[config.mk]
export PLATFORM = sky130hd
export DESIGN_NAME = rs_gf64_systematic_encoder_core
export DESIGN_NICKNAME = d
export VERILOG_FILES = /design/src/sv/rsg_pkg.sv /design/src/sv/rsg_front.sv /design/src/sv/rsg_back.sv /design/src/sv/rs_gf64_systematic_encoder_core.sv
export SDC_FILE = /design/constraint.sdc
export NUM_CORES = 1
export LEC_CHECK = 0
export ABC_AREA = 1
export BUFFER_PORTS_ARGS = -buffer_cell sky130_fd_sc_hd__buf_2
export CAP_MARGIN = 30
export CORE_UTILIZATION = 50
export DETAILED_ROUTE_END_ITERATION = 7
export PLACE_DENSITY = 0.65
export SYNTH_ARGS = -nofsm -noshare
export SYNTH_HDL_FRONTEND = slang
export SYNTH_SLANG_ARGS = --single-unit
[constraint.sdc]
create_clock -name clk_i -period 9.05 [get_ports clk_i]
set_clock_uncertainty 0.1 [all_clocks]
set_input_delay 1.81 -clock clk_i [delete_from_list [all_inputs] [get_ports clk_i]]
set_output_delay 1.81 -clock clk_i [all_outputs]
set_load 0.02 [all_outputs]
[src/sv/rsg_pkg.sv]
// package: types, constants and coefficient tables for the gf64 rs encoder
package rsg_pkg;

  localparam int unsigned SymW    = 6;
  localparam int unsigned MaxPar  = 16;
  localparam int unsigned PosW    = 5;
  localparam int unsigned ParIdxW = 4;
  localparam int unsigned QueueDepth = 4;

  typedef logic [SymW-1:0] sym_t;

  typedef enum logic [1:0] {
    MODE_A = 2'd0,
    MODE_B = 2'd1,
    MODE_C = 2'd2,
    MODE_R = 2'd3
  } mode_e;

  // classified word handed from front to back
  typedef struct packed {
    sym_t         data;
    logic         last;
    logic [ParIdxW-1:0] par_last;
  } job_t;

  typedef logic [MaxPar*SymW-1:0] row_t;

  function automatic sym_t gf_mul(input sym_t x, input sym_t y);
    sym_t acc;
    sym_t a;
    acc = '0;
    a   = x;
    for (int i = 0; i < SymW; i++) begin
      if (y[i]) acc = acc ^ a;
      a = a[SymW-1] ? ({a[SymW-2:0], 1'b0} ^ sym_t'(6'h03)) : {a[SymW-2:0], 1'b0};
    end
    return acc;
  endfunction

  function automatic logic [4:0] data_len(input mode_e m);
    unique case (m)
      MODE_B:  return 5'd16;
      MODE_C:  return 5'd20;
      default: return 5'd12;
    endcase
  endfunction

  function automatic logic [ParIdxW-1:0] par_last(input mode_e m);
    unique case (m)
      MODE_B:  return 4'd7;
      MODE_C:  return 4'd15;
      default: return 4'd11;
    endcase
  endfunction

  function automatic row_t pack_row(input logic [7:0] r [16]);
    row_t v;
    for (int i = 0; i < MaxPar; i++) v[i*SymW +: SymW] = r[i][SymW-1:0];
    return v;
  endfunction

  // one row of coefficients for a mode and position, unused columns zero
  function automatic row_t coef_row(input mode_e m, input logic [PosW-1:0] pos);
    logic [7:0] r [16];
    for (int i = 0; i < 16; i++) r[i] = 8'd0;
    if (m == MODE_B) begin
      case (pos[3:0])
        4'd0:  r[0:7] = '{8'o51,8'o45,8'o67,8'o15,8'o64,8'o67,8'o52,8'o12};
        4'd1:  r[0:7] = '{8'o57,8'o25,8'o63,8'o73,8'o71,8'o22,8'o40,8'o15};
        4'd2:  r[0:7] = '{8'o05,8'o01,8'o31,8'o04,8'o16,8'o54,8'o25,8'o76};
        4'd3:  r[0:7] = '{8'o73,8'o07,8'o47,8'o14,8'o41,8'o77,8'o47,8'o11};
        4'd4:  r[0:7] = '{8'o75,8'o15,8'o51,8'o51,8'o17,8'o67,8'o17,8'o57};
        4'd5:  r[0:7] = '{8'o20,8'o32,8'o14,8'o42,8'o75,8'o42,8'o70,8'o54};
        4'd6:  r[0:7] = '{8'o02,8'o75,8'o43,8'o05,8'o01,8'o40,8'o12,8'o64};
        4'd7:  r[0:7] = '{8'o24,8'o74,8'o15,8'o72,8'o24,8'o26,8'o74,8'o61};
        4'd8:  r[0:7] = '{8'o42,8'o64,8'o07,8'o22,8'o61,8'o20,8'o40,8'o65};
        4'd9:  r[0:7] = '{8'o32,8'o32,8'o55,8'o41,8'o57,8'o66,8'o21,8'o77};
        4'd10: r[0:7] = '{8'o65,8'o36,8'o25,8'o07,8'o50,8'o16,8'o40,8'o51};
        4'd11: r[0:7] = '{8'o64,8'o06,8'o54,8'o32,8'o76,8'o46,8'o14,8'o36};
        4'd12: r[0:7] = '{8'o62,8'o63,8'o74,8'o70,8'o05,8'o27,8'o37,8'o46};
        4'd13: r[0:7] = '{8'o55,8'o43,8'o34,8'o71,8'o57,8'o76,8'o50,8'o64};
        4'd14: r[0:7] = '{8'o24,8'o23,8'o23,8'o05,8'o50,8'o70,8'o42,8'o23};
        default: r[0:7] = '{8'o67,8'o75,8'o45,8'o60,8'o57,8'o24,8'o06,8'o26};
      endcase
    end else if (m == MODE_C) begin
      case (pos)
        5'd0:  r = '{8'o74,8'o37,8'o34,8'o06,8'o02,8'o07,8'o44,8'o64,
                     8'o26,8'o14,8'o26,8'o44,8'o54,8'o13,8'o77,8'o05};
        5'd1:  r = '{8'o04,8'o17,8'o50,8'o24,8'o11,8'o05,8'o30,8'o57,
                     8'o33,8'o03,8'o02,8'o02,8'o15,8'o16,8'o25,8'o26};
        5'd2:  r = '{8'o07,8'o23,8'o37,8'o46,8'o56,8'o75,8'o43,8'o45,
                     8'o55,8'o21,8'o50,8'o31,8'o45,8'o27,8'o71,8'o62};
        5'd3:  r = '{8'o26,8'o05,8'o07,8'o63,8'o63,8'o27,8'o63,8'o40,
                     8'o06,8'o04,8'o40,8'o45,8'o47,8'o30,8'o75,8'o07};
        5'd4:  r = '{8'o23,8'o73,8'o73,8'o41,8'o72,8'o34,8'o21,8'o51,
                     8'o67,8'o16,8'o31,8'o74,8'o11,8'o21,8'o12,8'o21};
        5'd5:  r = '{8'o24,8'o51,8'o25,8'o23,8'o22,8'o41,8'o74,8'o66,
                     8'o74,8'o65,8'o70,8'o36,8'o67,8'o45,8'o64,8'o01};
        5'd6:  r = '{8'o52,8'o33,8'o14,8'o02,8'o20,8'o06,8'o14,8'o25,
                     8'o52,8'o23,8'o35,8'o74,8'o75,8'o75,8'o43,8'o27};
        5'd7:  r = '{8'o55,8'o62,8'o56,8'o25,8'o73,8'o60,8'o15,8'o30,
                     8'o13,8'o17,8'o20,8'o02,8'o70,8'o55,8'o14,8'o47};
        5'd8:  r = '{8'o54,8'o51,8'o32,8'o65,8'o77,8'o12,8'o54,8'o13,
                     8'o35,8'o32,8'o56,8'o12,8'o75,8'o01,8'o72,8'o63};
        5'd9:  r = '{8'o74,8'o41,8'o30,8'o41,8'o43,8'o22,8'o51,8'o06,
                     8'o64,8'o33,8'o03,8'o47,8'o27,8'o12,8'o55,8'o47};
        5'd10: r = '{8'o54,8'o70,8'o11,8'o03,8'o13,8'o22,8'o16,8'o57,
                     8'o03,8'o45,8'o72,8'o31,8'o30,8'o56,8'o35,8'o22};
        5'd11: r = '{8'o51,8'o07,8'o72,8'o30,8'o65,8'o54,8'o06,8'o21,
                     8'o36,8'o63,8'o50,8'o61,8'o64,8'o52,8'o01,8'o60};
        5'd12: r = '{8'o01,8'o65,8'o32,8'o70,8'o13,8'o44,8'o73,8'o24,
                     8'o12,8'o52,8'o21,8'o55,8'o12,8'o35,8'o14,8'o72};
        5'd13: r = '{8'o11,8'o70,8'o05,8'o10,8'o65,8'o24,8'o15,8'o77,
                     8'o22,8'o24,8'o24,8'o74,8'o07,8'o44,8'o07,8'o46};
        5'd14: r = '{8'o06,8'o02,8'o65,8'o11,8'o41,8'o20,8'o45,8'o42,
                     8'o46,8'o54,8'o35,8'o12,8'o40,8'o64,8'o65,8'o33};
        5'd15: r = '{8'o34,8'o31,8'o01,8'o15,8'o44,8'o64,8'o16,8'o24,
                     8'o52,8'o16,8'o06,8'o62,8'o20,8'o13,8'o55,8'o57};
        5'd16: r = '{8'o63,8'o43,8'o25,8'o44,8'o77,8'o63,8'o17,8'o17,
                     8'o64,8'o14,8'o40,8'o74,8'o31,8'o72,8'o54,8'o06};
        5'd17: r = '{8'o71,8'o21,8'o70,8'o44,8'o56,8'o04,8'o30,8'o74,
                     8'o04,8'o23,8'o71,8'o70,8'o63,8'o45,8'o56,8'o43};
        5'd18: r = '{8'o02,8'o01,8'o53,8'o74,8'o02,8'o14,8'o52,8'o74,
                     8'o12,8'o57,8'o24,8'o63,8'o15,8'o42,8'o52,8'o33};
        5'd19: r = '{8'o34,8'o35,8'o02,8'o23,8'o21,8'o27,8'o22,8'o33,
                     8'o64,8'o42,8'o05,8'o73,8'o51,8'o46,8'o73,8'o60};
        default: ;
      endcase
    end else begin
      case (pos)
        5'd0:  r[0:11] = '{8'o62,8'o44,8'o03,8'o25,8'o14,8'o16,8'o27,8'o03,8'o53,8'o04,8'o36,8'o47};
        5'd1:  r[0:11] = '{8'o11,8'o12,8'o11,8'o11,8'o16,8'o64,8'o67,8'o55,8'o01,8'o76,8'o26,8'o73};
        5'd2:  r[0:11] = '{8'o03,8'o01,8'o05,8'o75,8'o14,8'o06,8'o20,8'o44,8'o66,8'o06,8'o70,8'o66};
        5'd3:  r[0:11] = '{8'o21,8'o70,8'o27,8'o45,8'o16,8'o67,8'o23,8'o64,8'o73,8'o33,8'o44,8'o21};
        5'd4:  r[0:11] = '{8'o30,8'o22,8'o03,8'o75,8'o15,8'o15,8'o33,8'o15,8'o51,8'o03,8'o53,8'o50};
        5'd5:  r[0:11] = '{8'o01,8'o41,8'o27,8'o56,8'o76,8'o64,8'o21,8'o53,8'o04,8'o25,8'o01,8'o12};
        5'd6:  r[0:11] = '{8'o61,8'o76,8'o21,8'o55,8'o76,8'o01,8'o63,8'o35,8'o30,8'o13,8'o64,8'o70};
        5'd7:  r[0:11] = '{8'o24,8'o22,8'o71,8'o56,8'o21,8'o35,8'o73,8'o42,8'o57,8'o74,8'o43,8'o76};
        5'd8:  r[0:11] = '{8'o72,8'o42,8'o05,8'o20,8'o43,8'o47,8'o33,8'o56,8'o01,8'o16,8'o13,8'o76};
        5'd9:  r[0:11] = '{8'o72,8'o14,8'o65,8'o54,8'o35,8'o25,8'o41,8'o16,8'o15,8'o40,8'o71,8'o26};
        5'd10: r[0:11] = '{8'o73,8'o65,8'o36,8'o61,8'o42,8'o22,8'o17,8'o04,8'o44,8'o20,8'o25,8'o05};
        5'd11: r[0:11] = '{8'o71,8'o05,8'o55,8'o03,8'o71,8'o34,8'o60,8'o11,8'o74,8'o02,8'o41,8'o50};
        default: ;
      endcase
    end
    return pack_row(r);
  endfunction

endpackage

[src/sv/rsg_front.sv]
// front end: tracks word position, multiplies into parity accumulators, registers words for the back end
module rsg_front import rsg_pkg::*; (
  input  logic   clk_i,
  input  logic   rst_ni,
  input  logic   cfg_valid_i,
  input  logic [1:0] cfg_data_i,
  input  logic   in_valid_i,
  input  sym_t   in_data_i,
  output logic   job_valid_o,
  output job_t   job_o,
  output row_t   par_o
);

  mode_e             mode_q;
  logic [PosW-1:0]   pos_q, pos_d, pos_eff;
  row_t              acc_q, acc_d, coefs;
  logic [4:0]        klen;
  logic              first, last, fire;

  assign klen    = data_len(mode_q);
  assign pos_eff = (pos_q >= klen) ? '0 : pos_q;
  assign first   = (pos_eff == '0);
  assign last    = (pos_eff + 5'd1 == klen);
  assign coefs   = coef_row(mode_q, pos_eff);
  assign fire    = in_valid_i;

  always_comb begin
    for (int c = 0; c < MaxPar; c++) begin
      acc_d[c*SymW +: SymW] = gf_mul(in_data_i, coefs[c*SymW +: SymW])
                            ^ (first ? sym_t'(0) : acc_q[c*SymW +: SymW]);
    end
    pos_d = last ? '0 : pos_eff + 5'd1;
  end

  always_ff @(posedge clk_i or negedge rst_ni) begin
    if (!rst_ni) begin
      mode_q      <= MODE_A;
      pos_q       <= '0;
      job_valid_o <= 1'b0;
    end else begin
      job_valid_o <= fire;
      if (cfg_valid_i) begin
        mode_q <= mode_e'(cfg_data_i);
        pos_q  <= '0;
      end else if (fire) begin
        pos_q <= pos_d;
      end
    end
  end

  always_ff @(posedge clk_i) begin
    if (fire) begin
      acc_q         <= acc_d;
      par_o         <= acc_d;
      job_o.data    <= in_data_i;
      job_o.last    <= last;
      job_o.par_last <= par_last(mode_q);
    end
  end

endmodule

[src/sv/rsg_back.sv]
// back end: word queue and output sequencer for data and parity symbols
module rsg_back import rsg_pkg::*; #(
  parameter int unsigned Depth = QueueDepth
) (
  input  logic   clk_i,
  input  logic   rst_ni,
  input  logic   job_valid_i,
  input  job_t   job_i,
  input  row_t   par_i,
  output logic   almost_full_o,
  output logic   out_valid_o,
  input  logic   out_ready_i,
  output sym_t   out_data_o,
  output logic   out_parity_o,
  output logic   out_last_o
);

  localparam int unsigned AW = (Depth > 1) ? $clog2(Depth) : 1;

  job_t  q_job [Depth];
  row_t  q_par [Depth];
  logic [AW-1:0] wr_q, rd_q;
  logic [AW:0]   cnt_q;
  logic          in_par_q;
  logic [ParIdxW-1:0] idx_q;
  job_t  head;
  row_t  hpar;
  logic  pop, take;

  assign head = q_job[rd_q];
  assign hpar = q_par[rd_q];
  assign out_valid_o  = (cnt_q != '0);
  assign out_parity_o = in_par_q;
  assign out_data_o   = in_par_q ? hpar[idx_q*SymW +: SymW] : head.data;
  assign out_last_o   = in_par_q && (idx_q == head.par_last);
  assign take = out_valid_o && out_ready_i;
  assign pop  = take && (in_par_q ? out_last_o : !head.last);
  // front issues blindly, so stop input two words ahead
  assign almost_full_o = (cnt_q >= (AW+1)'(Depth - 2));

  always_ff @(posedge clk_i or negedge rst_ni) begin
    if (!rst_ni) begin
      wr_q <= '0; rd_q <= '0; cnt_q <= '0; in_par_q <= 1'b0; idx_q <= '0;
    end else begin
      if (job_valid_i) wr_q <= (wr_q == AW'(Depth-1)) ? '0 : wr_q + 1'b1;
      if (pop) rd_q <= (rd_q == AW'(Depth-1)) ? '0 : rd_q + 1'b1;
      cnt_q <= cnt_q + (AW+1)'(job_valid_i) - (AW+1)'(pop);
      if (take) begin
        if (!in_par_q && head.last) begin
          in_par_q <= 1'b1; idx_q <= '0;
        end else if (in_par_q) begin
          if (out_last_o) in_par_q <= 1'b0;
          idx_q <= idx_q + 1'b1;
        end
      end
    end
  end

  always_ff @(posedge clk_i) begin
    if (job_valid_i) begin
      q_job[wr_q] <= job_i;
      q_par[wr_q] <= par_i;
    end
  end

`ifndef ASSERT_OFF
  a_no_overflow: assert property (@(posedge clk_i) disable iff (!rst_ni)
    cnt_q <= (AW+1)'(Depth)) else $error("queue overflow");
  a_no_push_full: assert property (@(posedge clk_i) disable iff (!rst_ni)
    cnt_q == (AW+1)'(Depth) |-> !job_valid_i) else $error("push into full queue");
  a_parity_idx: assert property (@(posedge clk_i) disable iff (!rst_ni)
    in_par_q |-> idx_q <= head.par_last) else $error("parity index past end");
`endif

endmodule

[src/sv/rs_gf64_systematic_encoder_core.sv]
// top level of the gf64 reed-solomon systematic encoder
// Takes one 6-bit data symbol per cycle and echoes it, then after the last data
// symbol of a word emits 12, 8 or 16 parity symbols (one per cycle while
// m_axis_tready is high) with the final one flagged. The parity of each symbol
// is computed in the cycle it is accepted by 16 gf(64) multipliers fed from the
// coefficient table; a 4-entry word queue feeds the output sequencer, so input
// flows at one symbol per cycle except during a parity burst or output stall,
// where input stops once two entries wait in the queue and resumes as they drain.
module rs_gf64_systematic_encoder_core import rsg_pkg::*; #(
  parameter int unsigned Depth = QueueDepth
) (
  input  logic       clk_i,
  input  logic       rst_ni,
  input  logic       cfg_valid_i,
  output logic       cfg_ready_o,
  input  logic [7:0] cfg_data_i,     // [1:0] code_mode
  input  logic       s_axis_tvalid,
  output logic       s_axis_tready,
  input  logic [7:0] s_axis_tdata,   // [5:0] data_symbol
  output logic       m_axis_tvalid,
  input  logic       m_axis_tready,
  output logic [7:0] m_axis_tdata,   // [5:0] code_symbol
  output logic       m_axis_tlast,   // word_end
  output logic       m_axis_tuser    // is_parity
);

  logic job_valid, afull, in_ok;
  job_t job;
  row_t par;
  sym_t osym;

  assign cfg_ready_o   = 1'b1;
  assign s_axis_tready = !afull;
  assign in_ok         = s_axis_tvalid && !afull;
  assign m_axis_tdata  = {2'b00, osym};

  rsg_front u_front (
    .clk_i, .rst_ni,
    .cfg_valid_i (cfg_valid_i),
    .cfg_data_i  (cfg_data_i[1:0]),
    .in_valid_i  (in_ok),
    .in_data_i   (s_axis_tdata[5:0]),
    .job_valid_o (job_valid),
    .job_o       (job),
    .par_o       (par)
  );

  rsg_back #(.Depth(Depth)) u_back (
    .clk_i, .rst_ni,
    .job_valid_i  (job_valid),
    .job_i        (job),
    .par_i        (par),
    .almost_full_o(afull),
    .out_valid_o  (m_axis_tvalid),
    .out_ready_i  (m_axis_tready),
    .out_data_o   (osym),
    .out_parity_o (m_axis_tuser),
    .out_last_o   (m_axis_tlast)
  );

endmodule

==> results.cfg <==
[clocking]
clock_latency_ns = 0.66
cts-root-buf = clkbuf_16
numCtsBuffers = 59
cts_htree_levels = 2
ctsResizeCount = 0
hold_buffers = 0
clockBufferDepth = 3
cts.sinks = 545
cts_setup_buffers = 0
tritoncts = built
clkTransAtPathRegs_ns = 0.07

[grt]
busiest_layer = met2
grt_overflow = 0
met3_usage_pct = 5.94
use_met1_pct = 49.7
grt_max_degree = 177
grtUsageTotal_pct = 34.4
grt_pass1_vias = 31200
gr-usage-met2_pct = 51.5
grt_antenna_before_repair = 4
grt_pass1_wl_um = 195000

[routing]
vias_per_cell = 5.97
wl_per_cell_um = 22.3
routed_wl_um = 133000
drt_first_pass_iters = 8
vias = 35600
drc = 5
final_antenna_net_count = 0
drt_iter0_markers = 4136

[final_layout]
stdcell_area_um2 = 40200
finalNetCount = 4999
syn_to_final_growth_pct = 7.90
diodes = 0
fin_util_pct = 54.8
drive_gt1_share_pct = 5.92
fillers = 6906

[sta]
maxSlewViolCount = 0
slew_headroom_pct = 20.1
worstMarginPinSlew_ns = 1.20
hold_slack_ns = 0.411
tns_ns = 0
min_period_ns = 6.15
post-route-period-util_pct = 67.9
setup_viol = 0
hold_viol_final = 0
worst_slack_ns = 2.90
fmax_mhz = 163
rsz0062_at_grt = false

[status]
status = complete, but fails checks
violations = design-rule violations

[worst_setup_path]
r2r-end = u_front.par_o[49]
r2r-start = u_front.mode_q[0]
cp_slowest_cell = ha_1
critPathLaunchType = register
critical_path_required_ns = 9.32
crit_fanout = 14
crit_type = reg2reg
path_delay_family = simple AND/OR/NAND/NOR gates
cp_cell_sequence = inv_1 > ha_2 > inv_1 > ha_1 > nand2_1 > nor2_2 > nor2_8 > nand2_1 > inv_1 > ha_1 > nand2_4 > inv_2 > nand2_1 > nand2_1 > inv_1 > nand3_1 > nand3_1 > nor2_1 > xor2_1 > o21ai_0 > nand2_1 > inv_1 > nand3_1 > nand2_1
r2r_cells = 24
crit_path_frequent_cell = nand2_1
worst_setup_path_end_kind = register
r2r_slack_ns = 2.90
critPathArrivalTime_ns = 6.41
slowest_delay_ns = 0.73
path_buf_inv = 6

[placement]
place_area_um2 = 38000
post-place-ws_ns = 3.10
numPortBuffers = 22
hpwl_um = 87600
gp_congestion = 1.04

[power]
power_leakage_nw = 18.0
powerDensity_nw_per_um2 = 271
vdd_ir_drop_max_mv = 0.269

[synthesis]
yosys.area_share.simple_pct = 34.6
synth-adder-area-share_pct = 0.827
synth-edff-count = 525
synth_compound_area_share_pct = 9.96
synthMuxAreaShare_pct = 0
synth_cells = 5069
synth_xor_area_share_pct = 3.90
async_flop_share_pct = 3.67
ys.flop_type = edfxtp_1
synthDistinctLibCells = 57
syn_avg_cell_area_um2 = 7.35
ys_top_cells_by_area = edfxtp_1 42%, nand2_1 14%, nor2_1 7.9%, nand3_1 6.3%, o21ai_0 5.3%
synth_common_cells = 1424 x nand2_1, 779 x nor2_1, 525 x edfxtp_1
yosysSeqAreaShare_pct = 43.7
syn_area_um2 = 37200
ys_ff_latch = 545
yosysTopAreaCell = edfxtp_1
yosysMostFrequentCell = nand2_1
yosys_warnings = 0
synth_top_family_by_area = simple AND/OR/NAND/NOR gates
synth_top_area_share_pct = 42.3

[die]
initial_core_util_pct = 50.8
ios = 34
num_rows = 99
die_w_um = 275
core_um2 = 73300
fp.dieH_um = 275
die_area_um2 = 75600

[min_path]
hold_path_depth = 0
worstHoldStart = u_front.job_o[8]
min_path_type = reg2reg
hold_path_end = u_back.q_job[3][8]

[job]
cap_violations = 0
==> per-stage QoR <==
step	cells	total power, mW
final	5962	10.9
after global placement	5850	8.13
after global routing	5962	11.5
after detailed placement	5851	8.22
after floorplan	5070	6.77
after CTS	5961	10.9
==> worst max path at each step <==
| stage | startpoint | to | slack [ns] | depth (start not counted) |
|---|---|---|---|---|
| after floorplan | s_axis_tvalid | u_front.pos_q[2] | 4.37 | 4 |
| after global placement | u_front.mode_q[0] | u_front.par_o[39] | 3.00 | 24 |
| after detailed placement | u_front.mode_q[0] | u_front.par_o[31] | 3.10 | 23 |
| after CTS | u_back.rd_q[1] | m_axis_tdata[2] | 2.94 | 11 |
| after global routing | u_front.mode_q[0] | u_front.par_o[82] | 2.57 | 24 |
| final | u_front.mode_q[0] | u_front.par_o[49] | 2.90 | 24 |
==> registers in the layout, summed over array words and instances (netlist names) <==
name,count
u_front.job_valid_o,1
u_back.rd_q,2
u_back.cnt_q,3
u_front.pos_q,5
u_back.q_job,36
u_front.job_o,9
u_back.idx_q,4
u_back.wr_q,2
u_back.q_par,384
u_front.par_o,96
u_front.mode_q,2
u_back.out_parity_o,1
==> cell usage in the layout, fill, tap and decap left out, types with 19 or more instances in the layout <==
master and count:
edfxtp_1 525, inv_1 398, o21ai_1 25, clkbuf_16 60, ha_1 21, nand2_2 32, buf_4 49, o22ai_1 137
o21ai_0 393, buf_2 22, nand3b_1 54, nand3_1 472, xor2_1 86, nand4_1 151, nand2_1 1422, nor2_1 779
a21oi_1 26, xnor2_1 77, inv_2 19
==> metal layers <==
layer | share of wire, % | up-vias
met1 | 43 | 16800
met4 | 3.9 | 0
li1 | - | 16800
met5 | 0 | -
met2 | 43 | 1782
met3 | 11 | 268
==> where the power goes <==
part / internal (mW) / switching (mW)
clock: 1.58 / 1.07
sequential: 3.30 / 0.355
combinational: 1.34 / 3.24
==> cell families (layout without fill, tap and decap cells) <==
| group | count (synthesis) | after routing |
|---|---|---|
| other | 2 | 3 |
| adder cells (fa/ha/maj) | 24 | 24 |
| AO/OA/AOI/OAI | 656 | 656 |
| XOR/XNOR | 166 | 166 |
| AND/OR/NAND/NOR | 2997 | 2997 |
| buffers and inverters | 679 | 612 |
| flip-flops | 545 | 545 |
==> layout make-up <==
cell class	instances	area (um^2)	share of cell area [%]
Tap cell	959	1200	2.99
Clock inverter	43	587	1.46
Clock buffer	67	1550	3.85
Multi-Input combinational cell	3846	18400	45.8
Sequential cell	545	16300	40.5
Inverter	429	1630	4.06
Timing Repair Buffer	73	526	1.31
(Power assumes the default switching activity.)
